**config.mk**
```make
export PLATFORM = sky130hd
export DESIGN_NAME = mouse_driver_state_tracker_core
export DESIGN_NICKNAME = d
export VERILOG_FILES = /design/src/mdst_pkg.sv /design/src/mouse_driver_state_tracker_core.sv /design/src/mdst_cfg.sv /design/src/mdst_track.sv
export SDC_FILE = /design/constraint.sdc
export NUM_CORES = 1
export LEC_CHECK = 0
export BUFFER_PORTS_ARGS = -buffer_cell sky130_fd_sc_hd__buf_2
export CORE_MARGIN = 5
export CORE_UTILIZATION = 38
export CTS_CLUSTER_SIZE = 40
export DETAILED_ROUTE_END_ITERATION = 16
export PLACE_DENSITY = 0.62
export SYNTH_ARGS = -nofsm -noshare
export SYNTH_HDL_FRONTEND = slang
export SYNTH_SLANG_ARGS = --single-unit
export TNS_END_PERCENT = 100
```
**constraint.sdc**
```tcl
create_clock -name clk -period 10.1 [get_ports clk]
set_input_delay 1.515 -clock clk [delete_from_list [all_inputs] [get_ports clk]]
set_output_delay 1.515 -clock clk [all_outputs]
set_load 0.005 [all_outputs]
```
**src/mdst_pkg.sv**
```systemverilog
// shared types and constants for the mouse state tracker
// no dependencies
`default_nettype none

package mdst_pkg;

    // command codes
    localparam logic [2:0] CMD_EVENT      = 3'd0;
    localparam logic [2:0] CMD_RESET      = 3'd1;
    localparam logic [2:0] CMD_SHOW       = 3'd2;
    localparam logic [2:0] CMD_HIDE       = 3'd3;
    localparam logic [2:0] CMD_READ_POS   = 3'd4;
    localparam logic [2:0] CMD_READ_PRESS = 3'd5;
    localparam logic [2:0] CMD_READ_MOTION = 3'd6;

    // event mask bit positions
    localparam int EV_LEFT_DOWN   = 1;
    localparam int EV_LEFT_UP     = 2;
    localparam int EV_RIGHT_DOWN  = 3;
    localparam int EV_RIGHT_UP    = 4;
    localparam int EV_MIDDLE_DOWN = 5;
    localparam int EV_MIDDLE_UP   = 6;

    // button bit positions
    localparam int BTN_LEFT   = 0;
    localparam int BTN_RIGHT  = 1;
    localparam int BTN_MIDDLE = 2;

    // register indexes (paddr[3:2])
    localparam logic [1:0] REG_HORIZ_RATIO = 2'd0;
    localparam logic [1:0] REG_VERT_RATIO  = 2'd1;
    localparam logic [1:0] REG_CALL_MASK   = 2'd2;

    // register reset values
    localparam logic [15:0] HORIZ_RATIO_RST = 16'd8;
    localparam logic [15:0] VERT_RATIO_RST  = 16'd16;
    localparam logic [6:0]  CALL_MASK_RST   = 7'd0;

    // driver reset answer and hide counter values
    localparam logic [15:0] RESET_ANSWER_A = 16'hFFFF;
    localparam logic [15:0] BUTTON_COUNT   = 16'd3;
    localparam logic [15:0] HIDE_RST       = 16'd1;
    localparam logic [15:0] HIDE_MAX       = 16'hFFFF;

    // ratio fraction bits (ratio is used divided by 8)
    localparam int RATIO_SHIFT = 3;
    localparam int MUL_W       = 16 - RATIO_SHIFT;

    typedef struct packed {
        logic [2:0]  command;
        logic [15:0] pos_x;
        logic [15:0] pos_y;
        logic [6:0]  event_mask;
        logic        button_select;
    } evt_item_t;

    typedef struct packed {
        logic [15:0] reg_a;
        logic [15:0] reg_b;
        logic [15:0] reg_c;
        logic [15:0] reg_d;
        logic        cursor_shown;
        logic        call_request;
        logic [6:0]  call_mask;
        logic [2:0]  call_buttons;
        logic [15:0] call_x;
        logic [15:0] call_y;
        logic [15:0] call_mickey_x;
        logic [15:0] call_mickey_y;
    } res_item_t;

    typedef struct packed {
        logic [15:0] horiz_ratio;
        logic [15:0] vert_ratio;
        logic [6:0]  call_mask;
    } cfg_t;

endpackage

`default_nettype wire

```
**src/mouse_driver_state_tracker_core.sv**
```systemverilog
// Three-button mouse driver state tracker.
// Input channel evt_*: one beat is one command or mouse event (evt_item).
// Output channel res_*: exactly one result beat (res_item) per input beat, in order.
// Config: apb port, horiz_ratio at 0x0, vert_ratio at 0x4, event_call_mask at 0x8;
// write only while no item is in flight.
// Flow: an accepted beat lands in the input register; when the output side is free
// its result is computed and captured in the result register, which drives res_valid.
// Throughput: one beat per cycle while res_stall is low; the state update and one
// 16x13 multiply per axis sit between the input register and the result register.
// Reset: clears the pipeline and the driver state (hide counter to 1) and loads the
// register defaults. The driver reset command clears the state but not the registers.
// Stall: a held result keeps its payload; the input register still takes one more
// beat, and evt_stall rises only when both registers are full.
// depends on mdst_pkg, mdst_cfg, mdst_track
`default_nettype none

module mouse_driver_state_tracker_core
    import mdst_pkg::*;
(
    input  wire logic        clk,
    input  wire logic        rst_n,
    input  wire logic        evt_valid,
    output logic             evt_stall,
    input  evt_item_t        evt_item,
    output logic             res_valid,
    input  wire logic        res_stall,
    output res_item_t        res_item,
    input  wire logic        psel,
    input  wire logic        penable,
    input  wire logic        pwrite,
    input  wire logic [3:0]  paddr,
    input  wire logic [31:0] pwdata,
    output logic [31:0]      prdata,
    output logic             pready
);

    cfg_t      cfg;
    evt_item_t in_item_reg;
    logic      in_valid_reg;
    logic      out_valid_reg;
    res_item_t out_item_reg;
    res_item_t res_comb;
    logic      out_free;
    logic      go;
    logic      take;

    // handshake control
    assign out_free  = !out_valid_reg || !res_stall;
    assign go        = in_valid_reg && out_free;
    assign evt_stall = in_valid_reg && !out_free;
    assign take      = evt_valid && !evt_stall;
    assign res_valid = out_valid_reg;
    assign res_item  = out_item_reg;

    mdst_cfg u_cfg (
        .clk     (clk),
        .rst_n   (rst_n),
        .psel    (psel),
        .penable (penable),
        .pwrite  (pwrite),
        .paddr   (paddr),
        .pwdata  (pwdata),
        .prdata  (prdata),
        .pready  (pready),
        .cfg     (cfg)
    );

    mdst_track u_track (
        .clk   (clk),
        .rst_n (rst_n),
        .go    (go),
        .item  (in_item_reg),
        .cfg   (cfg),
        .res   (res_comb)
    );

    // valid flags
    always_ff @(posedge clk or negedge rst_n)
    begin
        if (!rst_n)
        begin
            in_valid_reg  <= 1'b0;
            out_valid_reg <= 1'b0;
        end
        else
        begin
            if (take)
            begin
                in_valid_reg <= 1'b1;
            end
            else if (go)
            begin
                in_valid_reg <= 1'b0;
            end
            if (go)
            begin
                out_valid_reg <= 1'b1;
            end
            else if (out_valid_reg && !res_stall)
            begin
                out_valid_reg <= 1'b0;
            end
        end
    end

    // payload registers
    always_ff @(posedge clk)
    begin
        if (take)
        begin
            in_item_reg <= evt_item;
        end
        if (go)
        begin
            out_item_reg <= res_comb;
        end
    end

endmodule

`default_nettype wire

```
**src/mdst_cfg.sv**
```systemverilog
// configuration register file behind the apb port
// depends on mdst_pkg
`default_nettype none

module mdst_cfg
    import mdst_pkg::*;
(
    input  wire logic        clk,
    input  wire logic        rst_n,
    input  wire logic        psel,
    input  wire logic        penable,
    input  wire logic        pwrite,
    input  wire logic [3:0]  paddr,
    input  wire logic [31:0] pwdata,
    output logic [31:0]      prdata,
    output logic             pready,
    output cfg_t             cfg
);

    cfg_t       cfg_reg;
    logic       wr_en;
    logic [1:0] reg_idx;

    assign pready  = 1'b1;
    assign reg_idx = paddr[3:2];
    assign wr_en   = psel && penable && pwrite && pready;
    assign cfg     = cfg_reg;

    // register writes
    always_ff @(posedge clk or negedge rst_n)
    begin
        if (!rst_n)
        begin
            cfg_reg.horiz_ratio <= HORIZ_RATIO_RST;
            cfg_reg.vert_ratio  <= VERT_RATIO_RST;
            cfg_reg.call_mask   <= CALL_MASK_RST;
        end
        else if (wr_en)
        begin
            if (reg_idx == REG_HORIZ_RATIO)
            begin
                cfg_reg.horiz_ratio <= pwdata[15:0];
            end
            if (reg_idx == REG_VERT_RATIO)
            begin
                cfg_reg.vert_ratio <= pwdata[15:0];
            end
            if (reg_idx == REG_CALL_MASK)
            begin
                cfg_reg.call_mask <= pwdata[6:0];
            end
        end
    end

    // read mux
    always_comb
    begin
        prdata = '0;
        unique case (reg_idx)
            REG_HORIZ_RATIO: prdata = {16'b0, cfg_reg.horiz_ratio};
            REG_VERT_RATIO:  prdata = {16'b0, cfg_reg.vert_ratio};
            REG_CALL_MASK:   prdata = {25'b0, cfg_reg.call_mask};
            default:         prdata = '0;
        endcase
    end

endmodule

`default_nettype wire

```
**src/mdst_track.sv**
```systemverilog
// driver state registers and the single-pass update and result logic
// depends on mdst_pkg
`default_nettype none

module mdst_track
    import mdst_pkg::*;
(
    input  wire logic      clk,
    input  wire logic      rst_n,
    input  wire logic      go,
    input  evt_item_t      item,
    input  cfg_t           cfg,
    output res_item_t      res
);

    logic [15:0] cur_x_reg, cur_x_next;
    logic [15:0] cur_y_reg, cur_y_next;
    logic [2:0]  buttons_reg, buttons_next;
    logic [15:0] left_cnt_reg, left_cnt_next;
    logic [15:0] right_cnt_reg, right_cnt_next;
    logic [15:0] left_x_reg, left_x_next;
    logic [15:0] left_y_reg, left_y_next;
    logic [15:0] right_x_reg, right_x_next;
    logic [15:0] right_y_reg, right_y_next;
    logic [15:0] prev_x_reg, prev_x_next;
    logic [15:0] prev_y_reg, prev_y_next;
    logic [15:0] hide_reg, hide_next;

    logic [MUL_W-1:0]    hm;
    logic [MUL_W-1:0]    vm;
    logic [15:0]         mul_x_a;
    logic [15:0]         mul_y_a;
    logic [MUL_W+15:0]   prod_x;
    logic [MUL_W+15:0]   prod_y;
    logic [6:0]          em;
    logic [6:0]          hit;
    logic [2:0]          btn_evt;

    assign em  = item.event_mask;
    assign hm  = cfg.horiz_ratio[15:RATIO_SHIFT];
    assign vm  = cfg.vert_ratio[15:RATIO_SHIFT];
    assign hit = em & cfg.call_mask;

    // one multiplier per axis: event position or motion delta
    assign mul_x_a = (item.command == CMD_EVENT) ? item.pos_x : 16'(cur_x_reg - prev_x_reg);
    assign mul_y_a = (item.command == CMD_EVENT) ? item.pos_y : 16'(cur_y_reg - prev_y_reg);
    assign prod_x  = {{MUL_W{1'b0}}, mul_x_a} * {16'b0, hm};
    assign prod_y  = {{MUL_W{1'b0}}, mul_y_a} * {16'b0, vm};

    // button edges: down first, then up
    always_comb
    begin
        btn_evt             = buttons_reg;
        btn_evt[BTN_LEFT]   = (btn_evt[BTN_LEFT] | em[EV_LEFT_DOWN]) & ~em[EV_LEFT_UP];
        btn_evt[BTN_RIGHT]  = (btn_evt[BTN_RIGHT] | em[EV_RIGHT_DOWN]) & ~em[EV_RIGHT_UP];
        btn_evt[BTN_MIDDLE] = (btn_evt[BTN_MIDDLE] | em[EV_MIDDLE_DOWN]) & ~em[EV_MIDDLE_UP];
    end

    // next state and result
    always_comb
    begin
        cur_x_next     = cur_x_reg;
        cur_y_next     = cur_y_reg;
        buttons_next   = buttons_reg;
        left_cnt_next  = left_cnt_reg;
        right_cnt_next = right_cnt_reg;
        left_x_next    = left_x_reg;
        left_y_next    = left_y_reg;
        right_x_next   = right_x_reg;
        right_y_next   = right_y_reg;
        prev_x_next    = prev_x_reg;
        prev_y_next    = prev_y_reg;
        hide_next      = hide_reg;
        res            = '0;

        unique case (item.command)
            CMD_EVENT:
            begin
                cur_x_next   = item.pos_x;
                cur_y_next   = item.pos_y;
                buttons_next = btn_evt;
                if (em[EV_LEFT_DOWN])
                begin
                    left_x_next   = item.pos_x;
                    left_y_next   = item.pos_y;
                    left_cnt_next = 16'(left_cnt_reg + 16'd1);
                end
                if (em[EV_RIGHT_DOWN])
                begin
                    right_x_next   = item.pos_x;
                    right_y_next   = item.pos_y;
                    right_cnt_next = 16'(right_cnt_reg + 16'd1);
                end
                if (hit != '0)
                begin
                    res.call_request  = 1'b1;
                    res.call_mask     = hit;
                    res.call_buttons  = btn_evt;
                    res.call_x        = item.pos_x;
                    res.call_y        = item.pos_y;
                    res.call_mickey_x = prod_x[15:0];
                    res.call_mickey_y = prod_y[15:0];
                end
            end
            CMD_RESET:
            begin
                cur_x_next     = '0;
                cur_y_next     = '0;
                buttons_next   = '0;
                left_cnt_next  = '0;
                right_cnt_next = '0;
                left_x_next    = '0;
                left_y_next    = '0;
                right_x_next   = '0;
                right_y_next   = '0;
                prev_x_next    = '0;
                prev_y_next    = '0;
                hide_next      = HIDE_RST;
                res.reg_a      = RESET_ANSWER_A;
                res.reg_b      = BUTTON_COUNT;
            end
            CMD_SHOW:
            begin
                if (hide_reg != '0)
                begin
                    hide_next = 16'(hide_reg - 16'd1);
                end
            end
            CMD_HIDE:
            begin
                if (hide_reg != HIDE_MAX)
                begin
                    hide_next = 16'(hide_reg + 16'd1);
                end
            end
            CMD_READ_POS:
            begin
                res.reg_b = {13'b0, buttons_reg};
                res.reg_c = cur_x_reg;
                res.reg_d = cur_y_reg;
            end
            CMD_READ_PRESS:
            begin
                res.reg_a = {13'b0, buttons_reg};
                if (item.button_select)
                begin
                    res.reg_b      = right_cnt_reg;
                    res.reg_c      = right_x_reg;
                    res.reg_d      = right_y_reg;
                    right_cnt_next = '0;
                end
                else
                begin
                    res.reg_b     = left_cnt_reg;
                    res.reg_c     = left_x_reg;
                    res.reg_d     = left_y_reg;
                    left_cnt_next = '0;
                end
            end
            CMD_READ_MOTION:
            begin
                res.reg_c   = prod_x[15:0];
                res.reg_d   = prod_y[15:0];
                prev_x_next = cur_x_reg;
                prev_y_next = cur_y_reg;
            end
            default:
            begin
                // unused command changes nothing
            end
        endcase

        res.cursor_shown = (hide_next == '0);
    end

    // state registers, updated when an item passes through
    always_ff @(posedge clk or negedge rst_n)
    begin
        if (!rst_n)
        begin
            cur_x_reg     <= '0;
            cur_y_reg     <= '0;
            buttons_reg   <= '0;
            left_cnt_reg  <= '0;
            right_cnt_reg <= '0;
            left_x_reg    <= '0;
            left_y_reg    <= '0;
            right_x_reg   <= '0;
            right_y_reg   <= '0;
            prev_x_reg    <= '0;
            prev_y_reg    <= '0;
            hide_reg      <= HIDE_RST;
        end
        else if (go)
        begin
            cur_x_reg     <= cur_x_next;
            cur_y_reg     <= cur_y_next;
            buttons_reg   <= buttons_next;
            left_cnt_reg  <= left_cnt_next;
            right_cnt_reg <= right_cnt_next;
            left_x_reg    <= left_x_next;
            left_y_reg    <= left_y_next;
            right_x_reg   <= right_x_next;
            right_y_reg   <= right_y_next;
            prev_x_reg    <= prev_x_next;
            prev_y_reg    <= prev_y_next;
            hide_reg      <= hide_next;
        end
    end

endmodule

`default_nettype wire

```
### Word-level counts from Yosys, hierarchy flattened

Index checks and enable logic that the tools add are counted.

* shifts and indexed selects: 0
* muxes and demuxes: 34
* multiply operators: 2
* equality and inequality tests: 13
* div/mod/pow operators: 0
* $add $sub $neg: 6
* bitwise logic cells: 10
* reductions and logical operators: 31
* magnitude comparators: 0

Operators by type and width (count)
* $pmux 16 s2: 9
* $pmux 16 s3: 5
* $mux 16: 12
* $pmux 32 s3: 1
* $mux 75: 1
* $add 16x1->16 const B: 3
* $mux 48: 1
* $mul 16x13->16: 2
* $sub 16x16->16: 2
* $logic_not 16->1: 1
* $ne 16x16->1 const B: 1
* $reduce_bool 16->1: 1
* $sub 16x1->16 const B: 1
* $reduce_and 2->1: 6
* $eq 3x3->1 const B: 3
* $ne 2x2->1 const B: 4
* $reduce_and 4->1: 2
* $reduce_bool 2->1: 4
* $and 7x7->7: 1
* $reduce_bool 7->1: 1
* $eq 3x2->1 const B: 2
* $logic_and 1x1->1: 6
* $pmux 3 s2: 1
* $reduce_and 3->1: 2
* other kinds (12): 24

* output and inout bits: 175
* register bits: 403
* memories kept: 0
* RAM bits: 0
* bits of input ports: 86
* bits in read-only memories: 0
* bits in latches: 0
* word-level logic and storage cells: 130

### Depth between registers and ports, before layout

Gate-level depths: netlist of run 1.

* word-level depth: 7
* gate-level depth with buffers: 31
* gate-level depth less buffers: 31

### By module

A second synthesis of run 1 with hierarchy kept.

* cell total of the unflattened synthesis: 2602
* area total of the unflattened synthesis: 26345.3 µm²

By module, submodules not included
* mdst_track: cells an instance 2263, times used 1, seq. area each 4480.5 µm², area each 18804.3 µm²
* mouse_driver_state_tracker_core: cells an instance 191, times used 1, seq. area each 5545.3 µm², area each 5587.9 µm²
* mdst_cfg: cells an instance 148, times used 1, seq. area each 978.4 µm², area each 1953.1 µm²

### Least setup slack after synthesis of run 1

OpenSTA, ideal clock, no wires.

* path kind: reg-to-reg
* from: register u_track.prev_x_reg[1]
* to: register out_item_reg (netlist bit res_item[107]) (data pin)
* clock period less this slack: 7.533 ns
* library setup time: 0.276 ns
* arrival time: 7.257 ns
* path buffers: 0
* setup slack: 2.567 ns
* stages on the path, launching flop included: 29
* required time: 9.824 ns
* cell sequence: dfrtp_1 -> inv_1 -> ha_1 -> nor2b_1 -> o31a_1 -> o31a_1 -> or2_2 -> xnor2_1 -> a21oi_1 -> nand2_1 -> fa_1 -> inv_1 -> fa_1 -> inv_1 -> fa_1 -> inv_1 -> fa_1 -> inv_1 -> fa_1 -> inv_1 -> ha_1 -> and3_1 -> a211o_1 -> a21o_1 -> a21o_1 -> xnor3_1 -> mux2_2 -> a221oi_1 -> o2111ai_1

RTL lines
* start: declaration: line mdst_track.sv:25 `logic [15:0] prev_x_reg, prev_x_next;`
* start signal: assignment: line mdst_track.sv:205 `prev_x_reg <= prev_x_next;`
* end signal: assignment: line mouse_driver_state_tracker_core.sv:115 `out_item_reg <= res_comb;`
* end: declaration: line mouse_driver_state_tracker_core.sv:41 `res_item_t out_item_reg;`

==> flow_metrics.env, run 1 <==
export IMPL_status="finished, final reports clean"
export IMPL_cp_arrival_ns=8.75
export IMPL_cts_clk_slew_worst_paths_ns=0.06
export IMPL_dieHeight_um=272
export IMPL_drv_cap=0
export IMPL_yosysSeqAreaShare_pct=40.8
export IMPL_coreArea_um2=68300
export IMPL_syn_inst=2636
export IMPL_die_width_um=272
export IMPL_die_area_um2=74100
export IMPL_dp_hpwl_um=54900
export IMPL_antenna_found_initial=2
export IMPL_fin_crit_sh_pct=83.4
export IMPL_cp_common_cell="inv_1"
export IMPL_largest_register_ffs=128
export IMPL_vias=20100
export IMPL_drtAntennaViolNets=0
export IMPL_synth_area_um2=26100
export IMPL_worstReg2RegStart="u_track.prev_x_reg[1]"
export IMPL_critical_path_max_stage_delay_ns=0.58
export IMPL_worstSetupStartpointType="register"
export IMPL_cts_root_buf="clkbuf_16"
export IMPL_cts_inserted_buffers=45
export IMPL_start_util_pct=38.2
export IMPL_crit_type="reg -> reg"
export IMPL_slew_viol_final=0
export IMPL_final_hold_viol_count=0
export IMPL_nNetsFinal=3150
export IMPL_synth_edf_count=171
export IMPL_wl_per_cell_um=20.4
export IMPL_cpLargestDelayFamily="adder cells"
export IMPL_worstSetupStartpoint="u_track.prev_x_reg[1]"
export IMPL_area_growth_pct=13.3
export IMPL_cp_depth=28
export IMPL_vias_per_cell=5.43
export IMPL_seq_area_um2=10600
export IMPL_synth_cell_types=91
export IMPL_grt_overflow=0
export IMPL_clock_sinks=391
export IMPL_max_freq_mhz=119
export IMPL_drc=0
export IMPL_postSynth_asyncResetShare_pct=56.3
export IMPL_syn_avg_cell_area_um2=9.91
export IMPL_cts_path_max_buffers=3
export IMPL_grt_first_pass_wirelength_um=117000
export IMPL_grt_max_degree=84
export IMPL_worst_pin_slew_ns=1.29
export IMPL_n_fill_cell=6439
export IMPL_layout_drive_gt1_share_pct=15.0
export IMPL_worst_setup_path_end_kind="register"
export IMPL_drt_total_wl_um=75600
export IMPL_postCtsSetupBuffers=0
export IMPL_crit_buf_inv=6
export IMPL_multi_input_comb_area_um2=13700
export IMPL_min_period_ns=8.42
export IMPL_drt_iter0_drc=1793
export IMPL_ys_ff_latch=391
export IMPL_cts_hold_buf=0
export IMPL_port_buffers=225
export IMPL_cts_resized=0
export IMPL_holdPathStages=2
export IMPL_cts_tree="built"
export IMPL_yosys_warnings=0
export IMPL_first_pass_iters=8
export IMPL_rr_worst_depth=28
export IMPL_reg2reg_slack_ns=1.68
export IMPL_rr_endpoint="res_item[107]"
export IMPL_io_pins=261
export IMPL_yosys_most_used_dff="dfrtp_1"
export IMPL_clk_latency_ns=0.60
export IMPL_utilization_pct=43.3
export IMPL_finalSetupViolations=0
export IMPL_cts_htree_levels=2
export IMPL_grt_pass1_vias=20300
export IMPL_min_path_type="reg -> reg"
export IMPL_grtUsageTotal_pct=20.0
export IMPL_critPathSlowestCell="fa_1"
export IMPL_crit_end="res_item[107]"
export IMPL_worstPathRequired_ns=10.43
export IMPL_rsz0062_at_grt="no"
export IMPL_skew_ns=0.0232
export IMPL_finalSetupTns_ns=0
export IMPL_relSlewSlack_pct=13.6
export IMPL_place_gp_congestion=0.895
export IMPL_critPathMaxFanout=8
export IMPL_rows=96
## stage by stage
| step | instances | cell area, um2 | setup WS [ns] | hold slack, ns |
|---|---|---|---|---|
| detailed placement | 3626 | 28000 | 1.69 | 0.470 |
| global route | 3710 | 29600 | 1.25 | 0.502 |
| global placement | 3626 | 28000 | 1.81 | 0.460 |
| finish | 3711 | 29600 | 1.68 | 0.481 |
| CTS | 3710 | 29600 | 1.68 | 0.484 |
| floorplan | 2651 | 26200 | 2.57 | 0.449 |
## cell usage in the layout (no fill, tap or decap), types with 7 or more instances in the layout
cell type and instances:
o21ai_0 177, a22o_1 45, nor2_1 116, edfxtp_1 171, bufinv_16 7, a222oi_1 32, buf_4 38, o21ai_1 7
ha_1 109, xnor2_1 45, and2_1 109, clkbuf_1 7, fa_1 164, a21o_1 17, mux2_2 40, a21oi_1 66
nand3_1 37, conb_1 17, nand4_1 23, dfrtp_1 217, mux2i_1 21, and3_1 59, o31ai_1 9, a31oi_1 21
nor4_1 7, nand2b_1 10, or3_1 13, nor3_1 38, clkbuf_16 45, buf_2 224, nor2b_1 13, inv_1 302
nand2_1 403, o21a_1 19, xor2_1 38
## worst min-delay path by stage
stage / end / from / slack (ns)
global placement: u_track.left_x_reg[14] / u_track.left_x_reg[14] / 0.46
global route: u_track.right_x_reg[3] / u_track.right_x_reg[3] / 0.50
finish: u_track.right_x_reg[3] / u_track.right_x_reg[3] / 0.48
CTS: u_track.right_y_reg[0] / u_track.right_y_reg[0] / 0.48
floorplan: u_track.left_x_reg[0] / u_track.left_x_reg[0] / 0.45
detailed placement: u_track.left_y_reg[13] / u_track.left_y_reg[13] / 0.47
## kinds of logic (layout without fill, tap and decap cells)
group                    count (synthesis)  after routing  share of synthesized area (%)
AO/OA/AOI/OAI                          468            468                           12.0
XOR/XNOR                                91             91                           3.48
adder cells (fa/ha/maj)                273            273                           17.8
buffers and inverters                  473            650                           7.38
flip-flops                             391            391                           40.8
multiplexers                            61             61                           2.53
other                                    2             18                         0.0288
AND/OR/NAND/NOR                        877            877                           16.0
## metal layers
| layer | global-route usage, % | wire [um] | up-vias |
|---|---|---|---|
| met5 | 0 | 9 | - |
| met4 | 5.26 | 1680 | 2 |
| met3 | 3.44 | 5650 | 106 |
| met2 | 32.4 | 35100 | 709 |
| met1 | 27.9 | 33100 | 10100 |
| li1 | - | - | 9179 |
## tightest hold or removal path, stage by stage, from the launching register on
cell,delay [ns]
dfrtp_1,0.34
nand2_1,0.04
o21ai_0,0.06
## final cells by class
type                            count  area share, %
Multi-Input combinational cell   1787           46.2
Sequential cell                   391           36.0
Timing Repair Buffer              263           4.80
Clock buffer                       53           3.94
Inverter                          303           3.86
Tap cell                          882           3.73
Clock inverter                     31           1.44
Antenna cell                        1        0.00846
## Yosys cell counts (all sizes together), types with 7 or more instances
master	number	area share, %
nand2	403	5.8
inv	303	4.4
dfrtp	217	21
o21ai	187	3.6
edfxtp	171	20
fa	164	13
clkbuf	118	1.7
nor2	118	1.7
and2	115	2.8
ha	109	5.2
a21oi	68	1.3
and3	61	1.5
buf	52	1.3
a22o	45	1.5
xnor2	45	1.5
nor3	41	0.85
mux2	40	1.7
nand3	38	0.75
xor2	38	1.3
a222oi	32	1.2
nand4	24	0.60
a31oi	21	0.50
mux2i	21	0.80
o21a	19	0.55
a21o	17	0.49
o31ai	17	0.63
or3	15	0.38
nor2b	14	0.34
nand2b	10	0.24
and4	7	0.24
nor4	7	0.17
o2111ai	7	0.26
Power of run 1 is not shown: default switching activity piles up to over one toggle a cycle in this logic, so the estimate is an artifact.
==> inputs of run 2 (changes only) <==
- PLACE_DENSITY: 0.62 -> 0.64
- clock period: 10.1 -> 7.7 ns (I/O delays scaled with it)
==> run 2 against run 1 <==
Maximum frequency increased by 13%; cell area increased by 2.7%; clock skew increased by 0.0059 ns; utilization increased by 1.2 points; critical path depth unchanged; die area unchanged.
==> flow_metrics.env, run 2 (synthesis results as in run 1) <==
export IMPL_crit_type="reg -> reg"
export IMPL_grt_first_pass_wirelength_um=116000
export IMPL_critPathSlowestCell="fa_1"
export IMPL_dp_slack_ns=-0.0756
export IMPL_critical_path_max_stage_delay_ns=0.50
export IMPL_cp_common_cell="fa_1"
export IMPL_worstPathRequired_ns=8.02
export IMPL_skew_ns=0.0291
export IMPL_relSlewSlack_pct=32.6
export IMPL_worst_hold_slack_ns=0.477
export IMPL_dp_hpwl_um=54000
export IMPL_rsz0062_at_grt="no"
export IMPL_nNetsFinal=3220
export IMPL_port_buffers=225
export IMPL_grt_overflow=0
export IMPL_mostFrequentLayoutCell="nand2_1"
export IMPL_holdPathEnd="u_track.left_x_reg[12]"
export IMPL_cpLargestDelayFamily="adder cells"
export IMPL_cts_inserted_buffers=46
export IMPL_drt_iter0_drc=1798
export IMPL_min_period_ns=7.44
export IMPL_worst_pin_slew_ns=1.01
export IMPL_cp_depth=28
export IMPL_reg2reg_slack_ns=0.26
export IMPL_clk_latency_ns=0.61
export IMPL_cts_tree="built"
export IMPL_area_growth_pct=16.3
export IMPL_cp_arrival_ns=7.76
export IMPL_die_width_um=272
export IMPL_grt_pass1_vias=20000
export IMPL_hold_start="u_track.left_x_reg[12]"
export IMPL_mostFrequentLayoutCells="402 x nand2_1, 302 x inv_1, 224 x buf_2"
export IMPL_critPathMaxFanout=4
export IMPL_cts_clk_slew_worst_paths_ns=0.06
export IMPL_io_pins=261
export IMPL_vias=20100
export IMPL_slew_viol_final=0
export IMPL_wl_per_cell_um=19.6
export IMPL_grt_max_degree=105
export IMPL_antenna_found_initial=4
export IMPL_largest_register_ffs=128
export IMPL_first_pass_iters=7
export IMPL_drt_total_wl_um=74300
export IMPL_finalSetupViolations=0
export IMPL_start_util_pct=38.2
export IMPL_vias_per_cell=5.30
export IMPL_worstSetupStartpointType="register"
export IMPL_fin_crit_sh_pct=96.6
export IMPL_holdPathStages=2
export IMPL_max_freq_mhz=134
export IMPL_worst_setup_path_end_kind="register"
export IMPL_rr_worst_depth=28
export IMPL_layout_drive_gt1_share_pct=17.8
export IMPL_clock_sinks=391
export IMPL_place_gp_congestion=0.903
export IMPL_coreArea_um2=68300
export IMPL_min_path_type="reg -> reg"
export IMPL_utilization_pct=44.5
export IMPL_drtAntennaViolNets=0
export IMPL_worstReg2RegStart="u_track.prev_x_reg[0]"
export IMPL_grtUsageTotal_pct=19.8
export IMPL_die_area_um2=74100
export IMPL_dieHeight_um=272
export IMPL_final_hold_viol_count=0
export IMPL_rows=96
export IMPL_crit_buf_inv=3
export IMPL_drv_cap=0
export IMPL_setup_ws_ns=0.264
export IMPL_cts_root_buf="clkbuf_16"
export IMPL_drc=0
export IMPL_cts_htree_levels=2
export IMPL_cts_path_max_buffers=3
export IMPL_status="finished, final reports clean"
export IMPL_rr_endpoint="res_item[107]"
run 2: cell count changes in the layout (fill, tap and decap cells not counted), sizes merged:
cell      change
clkinv        -6
clkbuf        +4
inv           -3
buf          +69
clkinvlp      +3
bufinv        +4
run 2: final cells by class:
cell class	count	area, um2
Tap cell	882	1100
Antenna cell	1	2.50
Inverter	303	1140
Fill cell	6562	38000
Sequential cell	391	10600
Timing Repair Buffer	332	1940
Clock inverter	29	510
Multi-Input combinational cell	1787	13800
Clock buffer	57	1230
run 2: how the worst max path moves through the flow:
stage                         end             startpoint  slack, ns
finish              res_item[107]  u_track.prev_x_reg[0]       0.26
global route        res_item[107]  u_track.prev_x_reg[1]      0.004
CTS                 res_item[107]  u_track.prev_x_reg[0]       0.01
detailed placement  res_item[107]   u_track.cur_x_reg[0]      -0.08
global placement    res_item[107]   u_track.cur_x_reg[0]      -0.03
floorplan           res_item[107]  u_track.prev_x_reg[1]       0.17
run 2: repair_timing:
action | in CTS | in global routing
gates resized for setup | 1 | 27
hold buffers | 0 | 0
setup endpoints to repair | 1 | 4
buffers inserted | 0 | 7
pin swaps | 2 | 16
run 2: worst reg2reg max path, delay by kind of cell, from the launching register on:
family	cells	cell delay [ns]
adder cells (fa/ha/maj)	7	2.83
flip-flops	1	0.40
AND/OR/NAND/NOR	4	0.58
buffers and inverters	3	0.43
AO/OA/AOI/OAI	6	1.20
XOR/XNOR	8	1.71
run 2: stage by stage:
step                cell area, um2  setup TNS, ns  std cells
finish                       30400              0       3782
detailed placement           28400        -0.0756       3688
global placement             28400        -0.0259       3688
CTS                          30200              0       3774
global route                 30400              0       3781
floorplan                    26200              0       2651
run 2: routing by layer:
metal  wire [um]  GRT usage, %  vias to the layer above
li1            -             -                     9331
met1       32900          27.6                     9952
met2       32700          30.6                      662
met3        6430          5.52                      116
met4        2170          5.70                        2
met5          13             0                        -
Power of run 2 is left out for the same reason.
